**config.mk**
```make
export PLATFORM = sky130hd
export DESIGN_NAME = counter_priority_task_scheduler_top
export DESIGN_NICKNAME = d
export VERILOG_FILES = /design/src/rtl/core/cpts_pkg.sv /design/src/rtl/core/cpts_cell.sv /design/src/rtl/core/counter_priority_task_scheduler_top.sv
export SDC_FILE = /design/constraint.sdc
export NUM_CORES = 1
export LEC_CHECK = 0
export BUFFER_PORTS_ARGS = -buffer_cell sky130_fd_sc_hd__buf_2
export CORE_MARGIN = 2
export CORE_UTILIZATION = 55
export DETAILED_ROUTE_END_ITERATION = 16
export PLACE_DENSITY = 0.78
export SLEW_MARGIN = 20
export SYNTH_ARGS = -nofsm -noshare
export SYNTH_HDL_FRONTEND = slang
export SYNTH_SLANG_ARGS = --single-unit
```
**constraint.sdc**
```tcl
create_clock -name i_clk -period 3.17 [get_ports i_clk]
set_input_delay 0.1585 -clock i_clk [delete_from_list [all_inputs] [get_ports i_clk]]
set_output_delay 0.1585 -clock i_clk [all_outputs]
set_load 0.005 [all_outputs]
```
**src/rtl/core/cpts_pkg.sv**
```systemverilog
// ----------------------------------------------------------------------------
// cpts_pkg
// Shared types and codes for the counter/priority task scheduler.
// ----------------------------------------------------------------------------
`default_nettype none

package cpts_pkg;

    // Input action codes
    localparam logic ACT_TICK = 1'b0;
    localparam logic ACT_LOAD = 1'b1;

    typedef struct packed {
        logic        action;
        logic [2:0]  task_index;
        logic [15:0] counter_value;
        logic [15:0] priority_value;
    } t_in;

    typedef struct packed {
        logic [2:0] current_task;
        logic       switched;
        logic       refilled;
        logic       no_runnable;
    } t_out;

    // Broadcast command from the controller to every cell
    typedef enum logic [1:0] {
        CMD_NONE,
        CMD_LOAD,
        CMD_DEC,
        CMD_REFILL
    } t_cmd_op;

    // Control part of the scan wave passed from cell to cell
    typedef struct packed {
        logic valid;   // wave present at this position
        logic have;    // a nonzero counter has been seen
        logic run_nz;  // running task seen with a nonzero counter
    } t_wave_ctl;

    typedef enum logic [1:0] {
        ST_IDLE,
        ST_SCAN,
        ST_RESCAN,
        ST_EMIT
    } t_state;

endpackage

`default_nettype wire

```
**src/rtl/core/cpts_cell.sv**
```systemverilog
// ----------------------------------------------------------------------------
// cpts_cell
// One task slot: counter and priority, plus one stage of the scan wave.
// ----------------------------------------------------------------------------
`default_nettype none

module cpts_cell
    import cpts_pkg::*;
#(
    parameter int IW       = 3,
    parameter int CW       = 16,
    parameter int CELL_IDX = 1
) (
    input  wire logic          i_clk,
    input  wire logic          i_rst_n,
    input  wire t_cmd_op       i_cmd_op,
    input  wire logic [IW-1:0] i_cmd_idx,
    input  wire logic [CW-1:0] i_cmd_cnt,
    input  wire logic [CW-1:0] i_cmd_pri,
    input  wire logic [IW-1:0] i_running,
    input  wire t_wave_ctl     i_wave_ctl,
    input  wire logic [CW-1:0] i_wave_val,
    input  wire logic [IW-1:0] i_wave_idx,
    output t_wave_ctl          o_wave_ctl,
    output logic [CW-1:0]      o_wave_val,
    output logic [IW-1:0]      o_wave_idx
);

    localparam logic [IW-1:0] MY_IDX = IW'(CELL_IDX);

    logic [CW-1:0] r_cnt;
    logic [CW-1:0] r_pri;
    t_wave_ctl     r_wave_ctl;
    logic [CW-1:0] r_wave_val;
    logic [IW-1:0] r_wave_idx;

    logic sel;
    logic cnt_nz;
    logic take;

    assign sel    = (i_cmd_idx == MY_IDX);
    assign cnt_nz = (r_cnt != '0);
    // >= gives ties to the higher index, as the wave runs upward
    assign take   = i_wave_ctl.valid && cnt_nz &&
                    (!i_wave_ctl.have || (r_cnt >= i_wave_val));

    always_ff @(posedge i_clk) begin
        if (!i_rst_n) begin
            r_cnt <= '0;
            r_pri <= '0;
        end else begin
            case (i_cmd_op)
                CMD_LOAD: begin
                    if (sel) begin
                        r_cnt <= i_cmd_cnt;
                        r_pri <= i_cmd_pri;
                    end
                end
                CMD_DEC: begin
                    if (sel) begin
                        r_cnt <= r_cnt - CW'(1);
                    end
                end
                CMD_REFILL: begin
                    r_cnt <= r_pri;
                end
                default: begin
                end
            endcase
        end
    end

    always_ff @(posedge i_clk) begin
        if (!i_rst_n) begin
            r_wave_ctl <= '0;
        end else begin
            r_wave_ctl.valid  <= i_wave_ctl.valid;
            r_wave_ctl.have   <= i_wave_ctl.have | take;
            r_wave_ctl.run_nz <= i_wave_ctl.run_nz |
                                 (i_wave_ctl.valid && cnt_nz && (i_running == MY_IDX));
        end
    end

    always_ff @(posedge i_clk) begin
        r_wave_val <= take ? r_cnt  : i_wave_val;
        r_wave_idx <= take ? MY_IDX : i_wave_idx;
    end

    assign o_wave_ctl = r_wave_ctl;
    assign o_wave_val = r_wave_val;
    assign o_wave_idx = r_wave_idx;

endmodule

`default_nettype wire

```
**src/rtl/core/counter_priority_task_scheduler_top.sv**
```systemverilog
// ----------------------------------------------------------------------------
// counter_priority_task_scheduler_top
// Counter-based task pick with refill from priorities, built as a cell chain.
// ----------------------------------------------------------------------------
// One request in gives one request out. A load request is accepted, and then
// its result is placed in the output register. A timer tick sends a scan
// wave through the row of NUM_TASKS-1 task cells, one cell per cycle; when
// every counter is zero the counters are refilled from the priorities and
// the wave runs a second time. A scan lasts as long as the wave takes to
// cross the cell chain. The input is stalled while a request is in work; a
// finished result waits in the output register while the next request is
// taken.
// Task 0 is the idle task: it has no cell and is never picked.
// ----------------------------------------------------------------------------
`default_nettype none

module counter_priority_task_scheduler_top
    import cpts_pkg::*;
#(
    parameter int NUM_TASKS   = 8,
    parameter int COUNT_WIDTH = 16
) (
    input  wire logic i_clk,
    input  wire logic i_rst_n,
    input  wire logic i_in_valid,
    output logic      o_in_stall,
    input  wire t_in  i_in_data,
    output logic      o_out_valid,
    input  wire logic i_out_stall,
    output t_out      o_out_data
);

    localparam int IW = $clog2(NUM_TASKS);
    localparam int CW = COUNT_WIDTH;

    // Controller state
    t_state        r_state, n_state;
    logic [IW-1:0] r_running, n_running;
    logic          r_pass2, n_pass2;     // second scan, after a refill
    t_out          r_res, n_res;         // result being built
    t_out          r_out;
    logic          r_out_valid, n_out_valid;

    // Broadcast command
    t_cmd_op       cmd_op;
    logic [IW-1:0] cmd_idx;
    logic [CW-1:0] cmd_cnt;
    logic [CW-1:0] cmd_pri;

    // Scan wave chain: position 0 is the injection point, position i is
    // the output of cell i.
    t_wave_ctl     w_ctl [NUM_TASKS];
    logic [CW-1:0] w_val [NUM_TASKS];
    logic [IW-1:0] w_idx [NUM_TASKS];

    logic          in_accept;
    logic          out_free;
    logic          inject;
    logic          load_ok;
    t_wave_ctl     last_ctl;
    logic [IW-1:0] last_idx;

    assign in_accept = i_in_valid && !o_in_stall;
    assign out_free  = !r_out_valid || !i_out_stall;
    assign load_ok   = (i_in_data.task_index != 3'd0) &&
                       (32'(i_in_data.task_index) < 32'(NUM_TASKS));

    assign last_ctl = w_ctl[NUM_TASKS-1];
    assign last_idx = w_idx[NUM_TASKS-1];

    // A fresh wave enters cell 1 on a tick and again after a refill
    assign inject       = (in_accept && (i_in_data.action == ACT_TICK)) ||
                          (r_state == ST_RESCAN);
    assign w_ctl[0].valid  = inject;
    assign w_ctl[0].have   = 1'b0;
    assign w_ctl[0].run_nz = 1'b0;
    assign w_val[0]        = '0;
    assign w_idx[0]        = '0;

    for (genvar gi = 1; gi < NUM_TASKS; gi++) begin : g_cell
        cpts_cell #(
            .IW       (IW),
            .CW       (CW),
            .CELL_IDX (gi)
        ) u_cell (
            .i_clk      (i_clk),
            .i_rst_n    (i_rst_n),
            .i_cmd_op   (cmd_op),
            .i_cmd_idx  (cmd_idx),
            .i_cmd_cnt  (cmd_cnt),
            .i_cmd_pri  (cmd_pri),
            .i_running  (r_running),
            .i_wave_ctl (w_ctl[gi-1]),
            .i_wave_val (w_val[gi-1]),
            .i_wave_idx (w_idx[gi-1]),
            .o_wave_ctl (w_ctl[gi]),
            .o_wave_val (w_val[gi]),
            .o_wave_idx (w_idx[gi])
        );
    end

    // Next state
    always_comb begin
        n_state = r_state;
        case (r_state)
            ST_IDLE: begin
                if (in_accept) begin
                    n_state = (i_in_data.action == ACT_LOAD) ? ST_EMIT : ST_SCAN;
                end
            end
            ST_SCAN: begin
                if (last_ctl.valid) begin
                    if (!r_pass2 && last_ctl.run_nz) begin
                        n_state = ST_EMIT;
                    end else if (last_ctl.have) begin
                        n_state = ST_EMIT;
                    end else if (!r_pass2) begin
                        n_state = ST_RESCAN;
                    end else begin
                        n_state = ST_EMIT;
                    end
                end
            end
            ST_RESCAN: begin
                n_state = ST_SCAN;
            end
            ST_EMIT: begin
                if (out_free) begin
                    n_state = ST_IDLE;
                end
            end
            default: begin
                n_state = ST_IDLE;
            end
        endcase
    end

    // Outputs, commands and register updates
    always_comb begin
        o_in_stall  = (r_state != ST_IDLE);
        cmd_op      = CMD_NONE;
        cmd_idx     = r_running;
        cmd_cnt     = CW'(i_in_data.counter_value);
        cmd_pri     = CW'(i_in_data.priority_value);
        n_running   = r_running;
        n_pass2     = r_pass2;
        n_res       = r_res;
        n_out_valid = r_out_valid;

        if (r_out_valid && !i_out_stall) begin
            n_out_valid = 1'b0;
        end

        case (r_state)
            ST_IDLE: begin
                n_pass2 = 1'b0;
                if (in_accept && (i_in_data.action == ACT_LOAD)) begin
                    if (load_ok) begin
                        cmd_op  = CMD_LOAD;
                        cmd_idx = IW'(i_in_data.task_index);
                    end
                    n_res = '{current_task: 3'(r_running), switched: 1'b0,
                              refilled: 1'b0, no_runnable: 1'b0};
                end
            end
            ST_SCAN: begin
                if (last_ctl.valid) begin
                    if (!r_pass2 && last_ctl.run_nz) begin
                        // running task still has time left
                        cmd_op  = CMD_DEC;
                        cmd_idx = r_running;
                        n_res   = '{current_task: 3'(r_running), switched: 1'b0,
                                    refilled: 1'b0, no_runnable: 1'b0};
                    end else if (last_ctl.have) begin
                        if (last_idx != r_running) begin
                            cmd_op    = CMD_DEC;
                            cmd_idx   = last_idx;
                            n_running = last_idx;
                            n_res     = '{current_task: 3'(last_idx), switched: 1'b1,
                                          refilled: r_pass2, no_runnable: 1'b0};
                        end else begin
                            n_res     = '{current_task: 3'(r_running), switched: 1'b0,
                                          refilled: r_pass2, no_runnable: 1'b0};
                        end
                    end else if (!r_pass2) begin
                        cmd_op  = CMD_REFILL;
                        n_pass2 = 1'b1;
                    end else begin
                        // every priority is zero: keep the current task
                        n_res = '{current_task: 3'(r_running), switched: 1'b0,
                                  refilled: 1'b1, no_runnable: 1'b1};
                    end
                end
            end
            ST_RESCAN: begin
            end
            ST_EMIT: begin
                if (out_free) begin
                    n_out_valid = 1'b1;
                end
            end
            default: begin
            end
        endcase
    end

    always_ff @(posedge i_clk) begin
        if (!i_rst_n) begin
            r_state     <= ST_IDLE;
            r_running   <= '0;
            r_pass2     <= 1'b0;
            r_out_valid <= 1'b0;
        end else begin
            r_state     <= n_state;
            r_running   <= n_running;
            r_pass2     <= n_pass2;
            r_out_valid <= n_out_valid;
        end
    end

    always_ff @(posedge i_clk) begin
        r_res <= n_res;
        if ((r_state == ST_EMIT) && out_free) begin
            r_out <= r_res;
        end
    end

    assign o_out_valid = r_out_valid;
    assign o_out_data  = r_out;

`ifndef SYNTHESIS
    a_running_range: assert property (@(posedge i_clk) disable iff (!i_rst_n)
        32'(r_running) < 32'(NUM_TASKS))
        else $error("running task index out of range");

    a_wave_in_scan: assert property (@(posedge i_clk) disable iff (!i_rst_n)
        last_ctl.valid |-> (r_state == ST_SCAN))
        else $error("scan wave finished outside scan state");

    a_none_refilled: assert property (@(posedge i_clk) disable iff (!i_rst_n)
        (o_out_valid && o_out_data.no_runnable) |-> o_out_data.refilled)
        else $error("no_runnable without refill");

    a_switch_runnable: assert property (@(posedge i_clk) disable iff (!i_rst_n)
        (o_out_valid && o_out_data.switched) |-> !o_out_data.no_runnable)
        else $error("switch flagged together with no_runnable");

    a_inject_idle: assert property (@(posedge i_clk) disable iff (!i_rst_n)
        inject |-> ((r_state == ST_IDLE) || (r_state == ST_RESCAN)))
        else $error("scan wave injected while another is in flight");
`endif

endmodule

`default_nettype wire
```
# --- Word-level counts from Yosys, hierarchy flattened ---
# Index checks and enable logic that the tools add are counted.
# W data, S select, Z words.
classes:
  addsub: 7
  n_lt_le_gt_ge: 6
  n_eq_ne: 42
  mux: 64
  n_bitwise: 13
  n_reduce_logical: 73
ops:
  columns: ["operator", "n"]
  rows:
  - ["$pmux W16 S3", 7]
  - ["$mux W16", 19]
  - ["$reduce_bool A16 Y1", 7]
  - ["$sub A16 B1 Y16 const B", 7]
  - ["$ge A16 B16 Y1", 6]
  - ["$mux W6", 6]
  - ["$ne A2 B1 Y1 const B", 15]
  - ["$logic_and A1 B1 Y1", 26]
  - ["$eq A3 B3 Y1 const B", 8]
  - ["$reduce_and A3 Y1", 8]
  - ["$mux W2", 9]
  - ["$mux W3", 6]
  - ["$reduce_and A2 Y1", 7]
  - ["$eq A3 B2 Y1 const B", 4]
  - ["$mux W1", 12]
  - ["$or A1 B1 Y1", 12]
  - ["$pmux W6 S2", 1]
  - ["$logic_not A1 Y1", 10]
  - ["$ne A2 B2 Y1 const B", 5]
  - ["$eq A2 B2 Y1 const B", 4]
  - ["$logic_or A1 B1 Y1", 8]
  - ["$pmux W2 S4", 1]
  - ["$reduce_and A4 Y1", 2]
  - ["$eq A3 B1 Y1 const B", 2]
  - ["10 further kinds", 13]
word_totals:
  register_bits: 381
  elab_cells: 265

# --- Longest topological paths before layout ---
logic_depth:
  word_depth: 9
  depth_mapped: 11

# --- Cells and area by module ---
# A second synthesis with hierarchy kept.
unflattened:
  hier_cells: 2424
  hier_area_um2: 21453.1
modules_own_cells:
  columns: ["module", "n_inst", "cells_each", "area_per_inst_um2", "seq_area_each_um2"]
  rows:
  - ["cpts_cell at g_cell[1].u_cell ...", 2, 331, 2925.3, 1081.0]
  - ["cpts_cell at g_cell[3].u_cell ...", 2, 331, 2914.0, 1081.0]
  - ["cpts_cell at g_cell[4].u_cell", 1, 330, 2926.6, 1081.0]
  - ["cpts_cell at g_cell[7].u_cell", 1, 343, 2921.6, 1081.0]
  - ["cpts_cell at g_cell[6].u_cell", 1, 332, 2911.5, 1081.0]
  - ["counter_priority_task_scheduler_top", 1, 95, 1014.7, 500.5]

# --- Least setup slack after synthesis ---
# No wires, ideal clock.
synth_timing:
  path_type: "register -> register"
  startpoint: "register g_cell[5].u_cell.r_cnt[0]"
  endpoint: "register g_cell[5].u_cell.r_wave_val[10]"
  setup_ns: 0.121
  t_arrival_ns: 2.430
  required_ns: 3.049
  setup_slack_ns: 0.619
  stages_incl_launch_ff: 11
  n_path_buf: 1
  synth_period_minus_slack_ns: 2.551
  cell_sequence: "dfxtp_1 > inv_1 > ha_1 > nand2b_1 > a21o_1 > a211oi_1 > o311a_1 > a211oi_1 > o21ai_2 > buf_2 > mux2_2"
synth_between:
  elab_chain_cells: 4
  word_cells_on_any_way: 6
  classes_between: "1 x order compare; 1 x mux; 4 x reduce/logical"
synth_lines:
  columns: ["element", "line", "source"]
  rows:
  - ["start, declared", "cpts_cell.sv:31", "logic [CW-1:0] r_cnt;"]
  - ["start signal, assigned", "cpts_cell.sv:55", "r_cnt <= i_cmd_cnt;"]
  - ["start signal, assigned", "cpts_cell.sv:61", "r_cnt <= r_cnt - CW'(1);"]
  - ["start signal, assigned", "cpts_cell.sv:65", "r_cnt <= r_pri;"]
  - ["$ge A16 B16 Y1 / $reduce_bool A16 Y1 (equally long branches)", "cpts_cell.sv:45, cpts_cell.sv:42", null]
  - ["$logic_or A1 B1 Y1 / $logic_and A1 B1 Y1 (equally long branches)", "cpts_cell.sv:45, cpts_cell.sv:44", null]
  - ["$logic_and A1 B1 Y1 (*)", "cpts_cell.sv:44", "assign take = i_wave_ctl.valid && cnt_nz &&"]
  - ["$mux W16 (*)", "cpts_cell.sv:85", "r_wave_val <= take ? r_cnt : i_wave_val;"]
  - ["end signal, assigned", "cpts_cell.sv:85", null]
  - ["end, declared", "cpts_cell.sv:34", "logic [CW-1:0] r_wave_val;"]
# Every way passes the cells marked *; elsewhere a longest branch is shown, timed or not.
# A chain may end at the register's enable or synchronous reset.

# --- Worst setup path in the final report ---
layout_timing:
  startpoint: "register r_state[1]"
  endpoint: "register g_cell[7].u_cell.r_cnt[8]"
layout_between:
  elab_chain_cells: 9
  word_cells_on_any_way: 19
  classes_between: "7 x eq/ne; 5 x mux; 7 x reduce/logical"
layout_lines:
  columns: ["element", "line", "source"]
  rows:
  - ["start, declared", "counter_priority_task_scheduler_top.sv:37", "t_state r_state, n_state;"]
  - ["start signal, assigned", "counter_priority_task_scheduler_top.sv:214", "r_state <= n_state;"]
  - ["$reduce_bool A2 Y1", "counter_priority_task_scheduler_top.sv:140", "o_in_stall = (r_state != ST_IDLE);"]
  - ["$logic_not A1 Y1", "counter_priority_task_scheduler_top.sv:63", "assign in_accept = i_in_valid && !o_in_stall;"]
  - ["$logic_and A1 B1 Y1", "counter_priority_task_scheduler_top.sv:63", null]
  - ["$logic_and A1 B1 Y1", "counter_priority_task_scheduler_top.sv:157", "if (in_accept && (i_in_data.action == ACT_LOAD)) begin"]
  - ["$mux W3 / $mux W1 (equally long branches)", "counter_priority_task_scheduler_top.sv:157", null]
  - ["$pmux W3 S2 / $pmux W2 S2 (equally long branches)", "counter_priority_task_scheduler_top.sv:154", "case (r_state)"]
  - ["$eq A3 B3 Y1, or another cell as far along", "cpts_cell.sv:41", "assign sel = (i_cmd_idx == MY_IDX);"]
  - ["$ne A2 B1 Y1 (no source line) / $reduce_bool A3 Y1 (equally long branches)", null, null]
  - ["$reduce_and A3 Y1 (no source line)", null, null]
  - ["end signal, assigned", "cpts_cell.sv:55", null]
  - ["end signal, assigned", "cpts_cell.sv:61", null]
  - ["end signal, assigned", "cpts_cell.sv:65", null]
  - ["end, declared", "cpts_cell.sv:31", null]
# Parallel ways exist; a longest one is shown, timed or not.

==> impl_metrics.toml <==
[outcome]
status = "finished clean"

[clock_network]
path_clk_slew_ns = 0.06
htree_num_levels = 2
clock_sinks = 377
cts_tree = "yes"
post_cts_buffers = 0
clk_path_buf_depth = 3
cts_buffers = 39
clock_latency_ns = 0.54
cts_root_buffer = "clkbuf_16"
cts-resized-gates = 0

[final_layout]
final_common_cell = "dfxtp_1"
layout_common_cells = "dfxtp_1 (365), nor2_1 (239), nand2_1 (162), a21oi_1 (155), inv_1 (127)"
fin_nets = 2274
drive_above_1_share_pct = 13.8
fin_area_um2 = 20800
fill_cells = 2839
final_util_pct = 62.1
areaGrowthSynthToFinish_pct = 11.7

[floorplanning]
die-area_um2 = 35300
die_w_um = 188
coreArea_um2 = 33400
rows = 67
initial_utilization_pct = 55.6
ioPinCount = 48
die_h_um = 188

[synth]
yosys.area_share.simple_pct = 16.8
synth_ff_type = "dfxtp_1"
yosys.area_share.adder_pct = 7.26
synth.largest_area_cell = "dfxtp_1"
avgSynthCellArea_um2 = 8.93
synth_edf_count = 12
synth.ff_latch_count = 377
synthMuxAreaShare_pct = 11.1
synth_nets = 2232
synth_compound_area_share_pct = 18.1
synth_xor_area_share_pct = 0.188
ys_warn_count = 0
synth_cell_types = 78
synth_top_area_share_pct = 39.3
synth_area_um2 = 18600
ys_top_cells_by_area = "dfxtp_1 (39%), ha_1 (7.3%), mux2i_1 (6.6%)"
seq_area_frac_synth_pct = 41.2
synth_top_family_by_area = "compound AO/OA/AOI/OAI gates"
syn_inst = 2084
synthArstFlopShare_pct = 0

[timing]
setup_tns_ns = 0
finalClockSkew_ns = 0.0169
hold_violations = 0
fin_crit_sh_pct = 91.4
slew_headroom_pct = 34.2
rsz0062_at_grt = "no"
worst_pin_slew_ns = 0.987
fin_crit_ns = 2.90
max_freq_mhz = 345
final_max_slew_viol_count = 0
setup_ws_ns = 0.274
setup_viol = 0

[drt]
vias = 16600
post_drt_wl_per_cell_um = 23.2
dr.pass1.iters = 6
detail_route.wirelength_um = 60400
avgViaCountPerCell = 6.38
ant_nets = 0
first_iter_violations = 2104
drc = 0

[power]
p_total_mw = 9.99
max-vdd-ir-drop_v = 0.000372
power_density_nw_per_um2 = 481
p_leak_nw = 8.46

[setup_path]
setup.worst_path.end_class = "flip-flop"
crit_fanout = 14
cp-start-kind = "flip-flop"
reg2reg_from = "r_state[1]$_SDFFE_PN0P_"
cp.required_ns = 3.61
rr_endpoint = "g_cell[7].u_cell.r_cnt[8]$_SDFFE_PN0P_"
worstSetupEndpoint = "g_cell[7].u_cell.r_cnt[8]$_SDFFE_PN0P_"
startpoint = "r_state[1]$_SDFFE_PN0P_"
worstPathArrival_ns = 3.34
reg2reg_depth = 8
path_class = "flip-flop to flip-flop"
rrSetupSlack_ns = 0.27

[global_routing]
grt_first_pass_wirelength_um = 91900
grt_pass1_vias = 16100
grt_max_degree = 123
antenna_found_initial = 3
grtUsageTotal_pct = 33.7
overflow = 0

[worst_hold_path]
hold_class = "input pin to flip-flop"

[placement]
dpl.hpwl_um = 42700
placed_cell_area_um2 = 19500
post-place-ws_ns = 0.347
io_buffers = 47
routabilityCongestion = 1.03

[job]
maxCapViolations = 0
==> worst max-delay path: stages, from the launching register on <==
cell,delay (ns)
dfxtp_1,0.40
nand2b_1,0.25
o31ai_1,0.45
o211ai_1,0.25
a21boi_2,0.28
a21oi_2,0.60
buf_4,0.29
a21oi_1,0.07
o21ai_0,0.22
==> layer usage <==
layer	vias up	wire length [um]	GRT usage, %
met3	223	6370	6.98
met1	7881	23400	42.5
met5	-	13	0
li1	7556	-	-
met2	953	26800	53.9
met4	2	3770	18.8
==> worst min-delay path by stage <==
stage | end | startpoint | cells after the start
global route | r_state[1]$_SDFFE_PN0P_ | i_in_valid | 3
floorplan | o_out_valid$_SDFF_PN0_ | i_out_stall | 2
CTS | r_state[1]$_SDFFE_PN0P_ | i_in_valid | 3
detailed placement | g_cell[6].u_cell.o_wave_idx[2]$_SDFF_PP1_ | g_cell[5].u_cell.o_wave_idx[2]$_SDFF_PP1_ | 1
finish | r_state[1]$_SDFFE_PN0P_ | i_in_valid | 3
global placement | g_cell[6].u_cell.o_wave_idx[1]$_SDFF_PP1_ | g_cell[5].u_cell.o_wave_idx[1]$_SDFF_PP0_ | 1
==> flip-flops by register name, indices dropped and copies added (netlist names) <==
name                      count
r_running                     3
r_pass2                       1
g_cell.u_cell.o_wave_ctl     21
r_res                         6
g_cell.u_cell.r_pri         112
o_out_data                    6
g_cell.u_cell.o_wave_val     96
g_cell.u_cell.o_wave_idx     17
g_cell.u_cell.r_cnt         112
o_out_valid                   1
r_state                       2
==> cell families (layout without fill, tap and decap cells) <==
family                   Yosys count  in the layout
AND/OR/NAND/NOR                  662            662
AO/OA/AOI/OAI                    500            500
flip-flops                       377            377
buffers and inverters            238            308
multiplexers                     195            195
adder cells (fa/ha/maj)          108            108
XOR/XNOR                           4              4
other                              0              1
==> stage by stage <==
step	std cells	hold slack (ns)
4_1_cts	2602	0.0130
6_report	2603	0.0210
5_1_grt	2602	0.0361
2_1_floorplan	2084	0.295
3_5_place_dp	2531	0.400
3_3_place_gp	2531	0.397
==> cell usage after synthesis, drive strengths merged (6+ instances only) <==
master,number
nand2b,20
dfxtp,365
o311ai,8
buf,53
a211oi,25
nor4,25
a31oi,8
nor3,47
inv,128
a21oi,161
a21o,35
nand3,48
o21a,6
or3,9
a221o,8
and3,7
nand2,166
nand4,23
ha,108
edfxtp,12
a211o,7
nor2,243
a31o,21
nand3b,9
nor2b,18
o2111ai,6
and2,36
a2111oi,8
a221oi,16
clkbuf,57
o31ai,20
mux2i,123
a222oi,11
o211ai,37
a41oi,7
o21ai,93
mux2,72
o32ai,10
==> cell type report <==
cell class	instances	area [um2]	area share (%)
antenna	1	2.50	0.0120
clock buffer	56	1130	5.44
clock inverter	13	173	0.831
inverter	128	485	2.34
multi-input combinational	1469	9970	48.0
sequential	377	7670	36.9
tap	448	561	2.70
timing repair buffer	111	796	3.83
==> timing repair <==
action | 4_1_cts | 5_1_grt
hold endpoints to repair | 2 | 0
setup endpoints to repair | 0 | 0
hold buffers | 2 | 0
==> power by group <==
part,internal (mW),switching (mW)
Clock,2.80,1.91
Combinational,0.132,0.333
Sequential,4.79,0.0233
Total,7.73,2.27
Power figures use the tool's default switching activity.
